## config.mk

```make
export PLATFORM = sky130hd
export DESIGN_NAME = intel_hex_record_parser
export DESIGN_NICKNAME = d
export VERILOG_FILES = /design/src/rtl/ihex_pkg.sv /design/src/rtl/ihex_step.sv /design/src/rtl/intel_hex_record_parser.sv
export SDC_FILE = /design/constraint.sdc
export NUM_CORES = 1
export LEC_CHECK = 0
export BUFFER_PORTS_ARGS = -buffer_cell sky130_fd_sc_hd__buf_2
export CORE_MARGIN = 2
export CORE_UTILIZATION = 65
export DETAILED_ROUTE_END_ITERATION = 12
export PLACE_DENSITY_LB_ADDON = 0.1
export SLEW_MARGIN = 10
export SYNTH_ARGS = -nofsm -noshare
export SYNTH_HDL_FRONTEND = slang
export SYNTH_SLANG_ARGS = --single-unit
```

## constraint.sdc

```tcl
create_clock -name clk -period 11.9 [get_ports clk]
set_input_delay 0.595 -clock clk [delete_from_list [all_inputs] [get_ports clk]]
set_output_delay 0.595 -clock clk [all_outputs]
set_load 0.05 [all_outputs]
```

## src/rtl/ihex_pkg.sv

```systemverilog
// Shared types, codes and the hex digit decoder for the Intel HEX record parser.
`default_nettype none

package ihex_pkg;

    // Result status codes
    localparam logic [1:0] STATUS_DATA  = 2'd0;
    localparam logic [1:0] STATUS_DONE  = 2'd1;
    localparam logic [1:0] STATUS_ERROR = 2'd2;

    // Parser finish codes
    localparam logic [1:0] FIN_RUN   = 2'd0;
    localparam logic [1:0] FIN_DONE  = 2'd1;
    localparam logic [1:0] FIN_ERROR = 2'd2;

    // Characters of interest
    localparam logic [7:0] CHAR_COLON = 8'h3A;
    localparam logic [7:0] CHAR_LF    = 8'h0A;
    localparam logic [7:0] CHAR_CR    = 8'h0D;
    localparam logic [7:0] CHAR_ZERO  = 8'h30;
    localparam logic [7:0] CHAR_NINE  = 8'h39;
    localparam logic [7:0] CHAR_UP_A  = 8'h41;
    localparam logic [7:0] CHAR_UP_F  = 8'h46;
    localparam logic [7:0] CHAR_LO_A  = 8'h61;
    localparam logic [7:0] CHAR_LO_F  = 8'h66;

    // Record overhead in characters: colon, count, address, type, checksum
    localparam logic [9:0] LINE_OVERHEAD = 10'd11;

    // Record types
    localparam logic [7:0] REC_DATA = 8'h00;
    localparam logic [7:0] REC_END  = 8'h01;

    // Field positions (byte index within the record)
    localparam logic [8:0] BYTE_COUNT   = 9'd0;
    localparam logic [8:0] BYTE_ADDR_HI = 9'd1;
    localparam logic [8:0] BYTE_ADDR_LO = 9'd2;
    localparam logic [8:0] BYTE_TYPE    = 9'd3;
    localparam logic [8:0] BYTE_DATA    = 9'd4;

    typedef struct packed {
        logic [9:0]  char_position;
        logic [3:0]  high_nibble;
        logic [7:0]  byte_count;
        logic [15:0] record_address;
        logic [7:0]  record_type;
        logic [7:0]  running_checksum;
        logic        saw_cr;
        logic        have_start;
        logic [15:0] load_start;
        logic [16:0] loaded_length;
        logic [1:0]  finish_state;
    } parse_state_t;

    typedef struct packed {
        logic [1:0]  status;
        logic [7:0]  data_byte;
        logic [15:0] image_offset;
        logic [15:0] start_address;
        logic [16:0] image_length;
    } result_t;

    // Decode one ASCII hex digit: bit 4 flags a valid digit, bits 3:0 the value
    function automatic logic [4:0] hex_digit(input logic [7:0] c);
        logic [7:0] diff;
        begin
            diff = 8'd0;
            if (c >= CHAR_ZERO && c <= CHAR_NINE)
            begin
                diff = c - CHAR_ZERO;
                hex_digit = {1'b1, diff[3:0]};
            end
            else if (c >= CHAR_UP_A && c <= CHAR_UP_F)
            begin
                diff = c - CHAR_UP_A + 8'd10;
                hex_digit = {1'b1, diff[3:0]};
            end
            else if (c >= CHAR_LO_A && c <= CHAR_LO_F)
            begin
                diff = c - CHAR_LO_A + 8'd10;
                hex_digit = {1'b1, diff[3:0]};
            end
            else
            begin
                hex_digit = 5'd0;
            end
        end
    endfunction

endpackage

`default_nettype wire

```

## src/rtl/ihex_step.sv

```systemverilog
// Per-character parsing logic: next parser state and the result for one request.
`default_nettype none

module ihex_step (
    input  wire ihex_pkg::parse_state_t cur,
    input  wire logic [7:0]             ch,
    input  wire logic                   stream_end,
    output ihex_pkg::parse_state_t      nxt,
    output logic                        res_valid,
    output ihex_pkg::result_t           res
);

    logic [9:0]  line_limit;
    logic [9:0]  char_k;
    logic [8:0]  byte_idx;
    logic [8:0]  data_end;
    logic [4:0]  digit;
    logic [7:0]  value;
    logic [17:0] image_end;
    logic        err;
    logic        done;
    logic        emit;

    // Derived values from the current state and character
    assign line_limit = {1'b0, cur.byte_count, 1'b0} + ihex_pkg::LINE_OVERHEAD;
    assign char_k     = cur.char_position - 10'd1;
    assign byte_idx   = char_k[9:1];
    assign data_end   = ihex_pkg::BYTE_DATA + {1'b0, cur.byte_count};
    assign digit      = ihex_pkg::hex_digit(ch);
    assign value      = {cur.high_nibble, digit[3:0]};
    assign image_end  = {2'b00, cur.load_start} + {1'b0, cur.loaded_length};

    // Advance the parser by one character
    always_comb
    begin
        nxt  = cur;
        err  = 1'b0;
        done = 1'b0;
        emit = 1'b0;

        priority if (cur.finish_state != ihex_pkg::FIN_RUN)
        begin
            // finished: drop everything
        end
        else if (stream_end)
        begin
            err = 1'b1;
        end
        else if (ch == ihex_pkg::CHAR_LF)
        begin
            if (cur.char_position < 10'd3 || cur.char_position != line_limit)
            begin
                err = 1'b1;
            end
            else if (cur.running_checksum != 8'd0)
            begin
                err = 1'b1;
            end
            else
            begin
                nxt.char_position    = 10'd0;
                nxt.high_nibble      = 4'd0;
                nxt.running_checksum = 8'd0;
                nxt.saw_cr           = 1'b0;
                if (cur.record_type == ihex_pkg::REC_END)
                begin
                    done             = 1'b1;
                    nxt.finish_state = ihex_pkg::FIN_DONE;
                end
            end
        end
        else if (cur.saw_cr)
        begin
            err = 1'b1;
        end
        else if (ch == ihex_pkg::CHAR_CR)
        begin
            if (cur.char_position == 10'd0)
                err = 1'b1;
            else
                nxt.saw_cr = 1'b1;
        end
        else if (cur.char_position == 10'd0)
        begin
            if (ch != ihex_pkg::CHAR_COLON)
                err = 1'b1;
            else
                nxt.char_position = 10'd1;
        end
        else if (cur.char_position >= 10'd3 && cur.char_position >= line_limit)
        begin
            err = 1'b1;
        end
        else if (!digit[4])
        begin
            err = 1'b1;
        end
        else
        begin
            nxt.char_position = cur.char_position + 10'd1;
            if (!char_k[0])
            begin
                nxt.high_nibble = digit[3:0];
            end
            else
            begin
                nxt.running_checksum = cur.running_checksum + value;
                priority if (byte_idx == ihex_pkg::BYTE_COUNT)
                begin
                    nxt.byte_count = value;
                end
                else if (byte_idx == ihex_pkg::BYTE_ADDR_HI)
                begin
                    nxt.record_address = {value, 8'd0};
                end
                else if (byte_idx == ihex_pkg::BYTE_ADDR_LO)
                begin
                    nxt.record_address = {cur.record_address[15:8],
                                          cur.record_address[7:0] | value};
                end
                else if (byte_idx == ihex_pkg::BYTE_TYPE)
                begin
                    nxt.record_type = value;
                    if (value > ihex_pkg::REC_END)
                    begin
                        err = 1'b1;
                    end
                    else if (value == ihex_pkg::REC_DATA)
                    begin
                        // records must follow on from the image so far
                        if (cur.have_start)
                        begin
                            if (image_end != {2'b00, cur.record_address})
                                err = 1'b1;
                        end
                        else
                        begin
                            nxt.have_start    = 1'b1;
                            nxt.load_start    = cur.record_address;
                            nxt.loaded_length = 17'd0;
                        end
                    end
                end
                else if (byte_idx < data_end && cur.record_type == ihex_pkg::REC_DATA)
                begin
                    if (image_end > 18'h0FFFF)
                    begin
                        err = 1'b1;
                    end
                    else
                    begin
                        emit              = 1'b1;
                        nxt.loaded_length = cur.loaded_length + 17'd1;
                    end
                end
                else
                begin
                    // checksum or end record payload: sum only
                end
            end
        end

        if (err)
            nxt.finish_state = ihex_pkg::FIN_ERROR;
    end

    // Form the result
    always_comb
    begin
        res_valid         = err | done | emit;
        res.status        = ihex_pkg::STATUS_DATA;
        res.data_byte     = 8'd0;
        res.image_offset  = 16'd0;
        res.start_address = nxt.load_start;
        res.image_length  = nxt.loaded_length;
        priority if (err)
        begin
            res.status = ihex_pkg::STATUS_ERROR;
        end
        else if (done)
        begin
            res.status = ihex_pkg::STATUS_DONE;
        end
        else
        begin
            res.data_byte    = value;
            res.image_offset = cur.loaded_length[15:0];
        end
    end

endmodule

`default_nettype wire

```

## src/rtl/intel_hex_record_parser.sv

```systemverilog
// Top level of the Intel HEX record parser: input register, parse logic, result register.
//
//  Channel   Signals                                         Dir   Handshake
//  input     ch[7:0], stream_end                             in    in_valid / in_ready
//  result    status[1:0], data_byte[7:0], image_offset[15:0],
//            start_address[15:0], image_length[16:0]         out   out_valid / out_ready
//
// One character per cycle while no result waits in the result register: a request is
// taken into the input register, then parsed and its result, if any, written to the
// result register, from which it reaches the output ports.
// Reset clears the parser state and the valid flags of both register stages.
// A waiting result that is not taken stalls parsing, and intake once the input register
// is full; in_ready stays high while that register is empty or its request can move on.
`default_nettype none

module intel_hex_record_parser (
    input  wire logic        clk,
    input  wire logic        rst_n,
    input  wire logic        in_valid,
    output logic             in_ready,
    input  wire logic [7:0]  ch,
    input  wire logic        stream_end,
    output logic             out_valid,
    input  wire logic        out_ready,
    output logic [1:0]       status,
    output logic [7:0]       data_byte,
    output logic [15:0]      image_offset,
    output logic [15:0]      start_address,
    output logic [16:0]      image_length
);

    logic                   in_full_reg;
    logic [7:0]             ch_reg;
    logic                   end_reg;
    ihex_pkg::parse_state_t state_reg;
    ihex_pkg::parse_state_t state_next;
    logic                   res_valid;
    ihex_pkg::result_t      res;
    logic                   out_valid_reg;
    ihex_pkg::result_t      res_reg;
    logic                   advance;

    // Move the held request on when the result register is free or draining
    assign advance  = in_full_reg && (!out_valid_reg || out_ready);
    assign in_ready = !in_full_reg || advance;

    ihex_step u_step (
        .cur        (state_reg),
        .ch         (ch_reg),
        .stream_end (end_reg),
        .nxt        (state_next),
        .res_valid  (res_valid),
        .res        (res)
    );

    // Input register
    always_ff @(posedge clk or negedge rst_n)
    begin
        if (!rst_n)
        begin
            in_full_reg <= 1'b0;
        end
        else if (in_ready)
        begin
            in_full_reg <= in_valid;
        end
    end

    always_ff @(posedge clk)
    begin
        if (in_valid && in_ready)
        begin
            ch_reg  <= ch;
            end_reg <= stream_end;
        end
    end

    // Parser state
    always_ff @(posedge clk or negedge rst_n)
    begin
        if (!rst_n)
        begin
            state_reg <= '0;
        end
        else if (advance)
        begin
            state_reg <= state_next;
        end
    end

    // Result register: load on a new result, drop once taken
    always_ff @(posedge clk or negedge rst_n)
    begin
        if (!rst_n)
        begin
            out_valid_reg <= 1'b0;
        end
        else if (advance)
        begin
            out_valid_reg <= res_valid;
        end
        else if (out_ready)
        begin
            out_valid_reg <= 1'b0;
        end
    end

    always_ff @(posedge clk)
    begin
        if (advance && res_valid)
        begin
            res_reg <= res;
        end
    end

    assign out_valid     = out_valid_reg;
    assign status        = res_reg.status;
    assign data_byte     = res_reg.data_byte;
    assign image_offset  = res_reg.image_offset;
    assign start_address = res_reg.start_address;
    assign image_length  = res_reg.image_length;

endmodule

`default_nettype wire

```

==> impl_metrics.json, run 1 <==
{
  "status": "finished clean",
  "yosysWarnings": 0,
  "firstDrtPassIters": 5,
  "grt_pass1_wl_um": 39300,
  "hold_class": "in -> async",
  "ys_types": 90,
  "worstSetupEndpointType": "register",
  "slew-limit-headroom": 0.359,
  "rsz0062_at_grt": "false",
  "clkSlewWorstSetupHoldPaths_ps": 70,
  "antenna_found_initial": 0,
  "placed_area_um2": 9930,
  "postCtsHoldBufs": 0,
  "post_synth.cell_area_avg_um2": 9.91,
  "grt_pass1_vias": 7381,
  "vias_per_cell": 6.37,
  "postLayoutSetupSlackWorst_ps": 7080,
  "cts_sinks": 161,
  "tightestPinTransition_ps": 952,
  "syn-cell-area_um2": 9490,
  "cts_buffer_depth": 2,
  "finalSetupViolations": 0,
  "largest_reg_flops": 91,
  "die_height_um": 125,
  "fmax_mhz": 207,
  "ys_seq_elements": 161,
  "die_area_um2": 15600,
  "p_seq_frac": 0.499,
  "cts_tree": "done",
  "p_int_uw": 892,
  "required_ps": 11970,
  "leakagePower_nw": 4.82,
  "ant_nets": 0,
  "fill_cells": 1053,
  "syn_inst": 957,
  "final-seq-area_um2": 4370,
  "crit_buf_inv": 3,
  "ir_worst_vdd_mv": 0.107,
  "p_switching_uw": 275,
  "synth_edf_count": 68,
  "grt_overflow": 0,
  "synthFlopType": "dfrtp_1",
  "cts_setup_buffers": 0,
  "fin_cells": 1209,
  "critical_path_class": "reg -> reg",
  "stdcell_area_um2": 10500,
  "regToRegStartpoint": "state_reg[81]",
  "final_nets": 1078,
  "drv_cap": 0,
  "swShare": 0.235,
  "critPathSlowestCell": "dfrtp_1",
  "cp.arrival_ps": 4890,
  "post-route-period-util": 0.405,
  "io_buffers": 73,
  "row_count": 44,
  "syn_nets": 1023,
  "p_clk_frac": 0.478,
  "cp_cell_sequence": "inv_1 > ha_1 > xnor2_1 > inv_1 > ha_1 > a21o_1 > a2111oi_0 > o31a_2 > o31ai_1 > nor3_1 > nor2_1 > a21oi_4 > buf_4",
  "io_pins": 74,
  "multi_input_area_um2": 4830,
  "dp.cells": 1177,
  "drtIter0Drc": 850,
  "place.gp.congestion": 0.928,
  "grt_max_degree": 60,
  "diodes": 0,
  "crit_path_start_kind": "register",
  "die_w_um": 125,
  "cp_top_family": "compound AO/OA/AOI/OAI gates",
  "h-tree-depth": 4,
  "cts_resized": 0,
  "drc_errors": 0,
  "drive_gt1_frac": 0.157,
  "path_max_fanout": 59,
  "start_util": 0.660,
  "insertion_delay_ps": 440,
  "routedWlPerCell_um": 20.2,
  "skew_ps": 10.8,
  "hold_viol": 0,
  "min_period_ps": 4820,
  "slowest_delay_ps": 650,
  "area_delta_synth_final_pct": 10.9,
  "slew_viol_final": 0,
  "powerDensity_nw_per_um2": 111,
  "p_comb_frac": 0.023,
  "final.setup.tns_ps": 0,
  "seq_area_frac_synth": 0.461,
  "cts-root-buf": "clkbuf_16",
  "dp_hpwl_um": 17400,
  "cp-startpoint": "state_reg[81]",
  "synthArstFlopShare": 0.578,
  "coreArea_um2": 14400,
  "cts_made_buffers": 17,
  "grt_use_total": 0.322,
  "place_ws_ps": 7190,
  "wl_um": 24400,
  "route.vias.total": 7703
}
[area by class of cell]
type | instances | area share
timing repair buffer | 76 | 0.0371
multi-input combinational | 727 | 0.459
clock buffer | 20 | 0.0465
clock inverter | 12 | 0.0101
sequential | 161 | 0.415
tap | 184 | 0.0219
inverter | 29 | 0.0103
[routing by layer]
metal / up-vias / part of all wire / global-route usage
li1: 3615 / - / -
met1: 3707 / 0.42 / 0.430
met2: 315 / 0.48 / 0.521
met3: 66 / 0.063 / 0.0550
met4: 0 / 0.037 / 0.146
met5: - / 0 / 0
[synth_stat cells (4+ instances only)]
library cell,number,area share
or4_1,6,0.0047
nor2b_2,14,0.013
or3_1,10,0.0066
xnor2_1,29,0.027
inv_1,28,0.011
edfxtp_1,68,0.22
a21oi_1,55,0.029
mux2i_1,4,0.0042
o41ai_1,5,0.0046
o21ai_0,57,0.030
clkbuf_1,21,0.0083
xor2_1,18,0.017
nand2_1,127,0.050
a31oi_1,19,0.013
o21a_1,5,0.0040
dfrtp_1,93,0.25
a21o_1,12,0.0095
nor3_1,17,0.0090
and3_1,17,0.011
nor2b_1,11,0.0073
nor2_1,67,0.027
mux2_1,12,0.014
buf_2,13,0.0069
and2_1,8,0.0053
o31ai_1,10,0.0079
nor4_1,4,0.0026
mux2_2,14,0.017
ha_1,51,0.067
o21bai_1,5,0.0040
nand4_1,9,0.0059
a22o_1,8,0.0074
a211oi_1,5,0.0040
o21ai_1,10,0.0053
nand2b_1,10,0.0066
nand3_1,32,0.017
[kinds of logic (layout without fill, tap and decap cells)]
family	count (synthesis)	in the layout	synth area share
multiplexers	30	30	0.0351
flip-flops	161	161	0.461
XOR/XNOR	47	47	0.0434
buffers and inverters	69	137	0.0319
adder cells (fa/ha/maj)	53	53	0.0715
AND/OR/NAND/NOR	362	362	0.195
AO/OA/AOI/OAI	235	235	0.162
[metrics by stage]
step | power [mW] | util | hold WS, ps
6_report | 1.17 | 0.732 | 139
5_1_grt | 1.19 | 0.732 | 191
4_1_cts | 1.17 | 0.732 | 168
3_5_place_dp | 0.620 | 0.691 | 490
3_3_place_gp | 0.620 | 0.691 | 482
2_1_floorplan | 0.606 | - | 299
[power by group through the flow]
stage          Sequential [mW]  Clock [mW]  Combinational, mW
6_report                 0.583       0.558             0.0264
5_1_grt                  0.583       0.581             0.0299
4_1_cts                  0.583       0.556             0.0265
3_5_place_dp             0.594           0             0.0263
3_3_place_gp             0.594           0             0.0258
2_1_floorplan            0.592           0             0.0141
[worst reg2reg max path: cells and delay by family (launching register included)]
| family | cells | cell delay [ps] |
|---|---|---|
| adder cells (fa/ha/maj) | 2 | 650 |
| buffers and inverters | 3 | 940 |
| AO/OA/AOI/OAI | 5 | 1040 |
| XOR/XNOR | 1 | 620 |
| flip-flops | 1 | 650 |
| AND/OR/NAND/NOR | 2 | 480 |
[path summary, 6_finish.rpt]
| path | end | slack [ps] | cells past startpoint |
|---|---|---|---|
| hold reg to reg | state_reg[52] | 500 | 1 |
| setup / recovery | data_byte[0] | 7080 | 13 |
| min in group clk | ch_reg[3] | 330 | 1 |
| hold / removal | state_reg[86] | 140 | 1 |
| max in group asynchronous | state_reg[10] | 10640 | 2 |
| setup reg to reg | data_byte[0] | 7080 | 13 |
[layout by cell type, fill, tap and decap left out, types with 10 or more instances in the layout]
cell type,instances
ha_1,51
xor2_1,18
nand2b_1,10
nand2_1,127
clkbuf_16,19
a21o_1,12
or3_1,10
nor2b_1,11
nor3_1,17
nor2b_2,14
nand3_1,32
nor2_1,67
o31ai_1,10
and3_1,17
mux2_1,12
o21ai_0,57
xnor2_1,29
buf_2,72
a31oi_1,19
mux2_2,14
edfxtp_1,68
a21oi_1,54
o21ai_1,10
dfrtp_1,93
inv_1,28
Power figures use the tool's default switching activity.
==> inputs of run 2 (changes only) <==
CORE_UTILIZATION = 61   (was 65)
clock period = 5 ns   (was 11.9 ns; I/O delays follow)
==> run 2 against run 1 <==
Clock-buffer cell count decreased by 2. Non-clock buffer count increased by 17. Routed wire length decreased by 3.4%. First-iteration DRC count decreased by 21%. Combinational power increased to 2.6 times the previous value. Cell area increased by 1.0%. Global-route usage decreased by 2.3 points. Power increased by 130%. Sequential cell count unchanged. Die area increased by 6.3%. Highest routed layer unchanged.
==> impl_metrics.json, run 2 (synthesized netlist as in run 1, its figures left out) <==
{
  "clkSlewWorstSetupHoldPaths_ps": 60,
  "drc_errors": 0,
  "insertion_delay_ps": 430,
  "min_period_ps": 4490,
  "fmax_mhz": 223,
  "vias_per_cell": 6.24,
  "worstSetupEndpointType": "register",
  "leakagePower_nw": 4.87,
  "grt_overflow": 0,
  "final_nets": 1095,
  "grt_pass1_vias": 7107,
  "multi_input_area_um2": 4830,
  "final.setup.tns_ps": 0,
  "cts_sinks": 161,
  "die_area_um2": 16600,
  "largest_reg_flops": 91,
  "grt_pass1_wl_um": 38200,
  "final_common_cell": "nand2_1",
  "crit_path_start_kind": "register",
  "io_pins": 74,
  "rr_worst_depth": 13,
  "place.gp.congestion": 0.956,
  "io_buffers": 73,
  "hold_end": "in_full_reg",
  "slew_viol_final": 0,
  "timing.rr.end": "state_reg[10]",
  "row_count": 45,
  "final_util": 0.699,
  "holdPathStages": 2,
  "reg2reg_slack_ps": 510,
  "post-route-period-util": 0.899,
  "final-seq-area_um2": 4370,
  "wl_um": 23600,
  "coreArea_um2": 15200,
  "cp_cell_sequence": "inv_1 > ha_1 > xnor2_1 > inv_1 > ha_1 > a21o_1 > a2111oi_0 > o31a_2 > o31a_2 > and3_1 > nand3_1 > or3_1 > nand3_1",
  "area_delta_synth_final_pct": 12.1,
  "die_height_um": 129,
  "rsz0062_at_grt": "false",
  "ant_nets": 0,
  "cp.arrival_ps": 4860,
  "hold_class": "in -> reg",
  "path_max_fanout": 16,
  "fill_cells": 1170,
  "slew-limit-headroom": 0.366,
  "cts_buffer_depth": 2,
  "antenna_found_initial": 0,
  "required_ps": 5370,
  "status": "finished clean",
  "critPathSlowestCell": "dfrtp_1",
  "tightestPinTransition_ps": 942,
  "dp_hpwl_um": 17300,
  "critical_path_class": "reg -> reg",
  "hold_viol": 0,
  "grt_use_total": 0.300,
  "route.vias.total": 7678,
  "hp-start": "in_valid",
  "cts_setup_buffers": 0,
  "powerDensity_nw_per_um2": 250,
  "drive_gt1_frac": 0.160,
  "start_util": 0.624,
  "finalSetupViolations": 0,
  "final_cell_mix": "nand2_1, dfrtp_1, buf_2",
  "skew_ps": 7.07,
  "grt_max_degree": 66,
  "routedWlPerCell_um": 19.2,
  "drv_cap": 0,
  "firstDrtPassIters": 5,
  "h-tree-depth": 4,
  "regToRegStartpoint": "state_reg[81]",
  "ir_worst_vdd_mv": 0.253,
  "slowest_delay_ps": 670,
  "die_w_um": 129,
  "cts-root-buf": "clkbuf_16",
  "diodes": 0,
  "cts_made_buffers": 17,
  "cts_tree": "done",
  "drtIter0Drc": 673
}
## run 2: cell count changes in the layout (fill, tap and decap cells not counted), sizes merged
cell / delta
inv: -4
buf: +7
clkinvlp: +2
clkbuf: -2
dlygate4sd3: +10
clkinv: +4
## run 2: what timing repair did
action | in CTS | in global routing
endpoints found under the hold margin | 37 | 0
gates resized for setup | 0 | 0
hold buffers | 10 | 0
## run 2: stage by stage
step | hold WS [ps] | instances | cell area, um2 | worst slack [ps] | power, mW
after CTS | 34.8 | 1230 | 10600 | 575 | 2.66
after detailed placement | 212 | 1188 | 10000 | 619 | 1.48
after floorplan | -45.6 | 957 | 9500 | 373 | 1.44
after global placement | 207 | 1188 | 10000 | 770 | 1.48
after global routing | 36.2 | 1230 | 10600 | 101 | 2.72
final | 34.2 | 1230 | 10600 | 506 | 2.66
## run 2: worst max path at each step
stage,from,end,depth (start not counted)
final,state_reg[81],state_reg[10],13
after global routing,state_reg[81],start_address[1],13
after CTS,state_reg[81],image_length[10],13
after detailed placement,state_reg[81],start_address[11],13
after global placement,state_reg[81],start_address[11],13
after floorplan,state_reg[81],data_byte[0],13
## run 2: power by group
part	internal (mW)	total, mW	switching, mW
clock	0.641	1.20	0.558
sequential	1.38	1.39	0.00907
combinational	0.0241	0.0698	0.0457
total	2.04	2.66	0.612
## run 2: metal layers
metal | vias up | global-route usage | wire length [um]
met5 | - | 0 | 0
met4 | 0 | 0.0965 | 481
met3 | 41 | 0.0478 | 1630
met2 | 351 | 0.464 | 10700
met1 | 3638 | 0.437 | 10700
li1 | 3648 | - | -
## run 2: cell type report
| type | instances | area share |
|---|---|---|
| Clock buffer | 18 | 0.0404 |
| Clock inverter | 14 | 0.0100 |
| Inverter | 29 | 0.0102 |
| Multi-Input combinational cell | 727 | 0.454 |
| Sequential cell | 161 | 0.411 |
| Tap cell | 188 | 0.0221 |
| Timing Repair Buffer | 93 | 0.0523 |
## run 2: worst max-delay path: cells and delay by family, from the launching register on
family,cells,cell delay [ps]
XOR/XNOR,1,600
adder cells (fa/ha/maj),2,640
flip-flops,1,670
AO/OA/AOI/OAI,4,970
buffers and inverters,2,320
AND/OR/NAND/NOR,4,1210
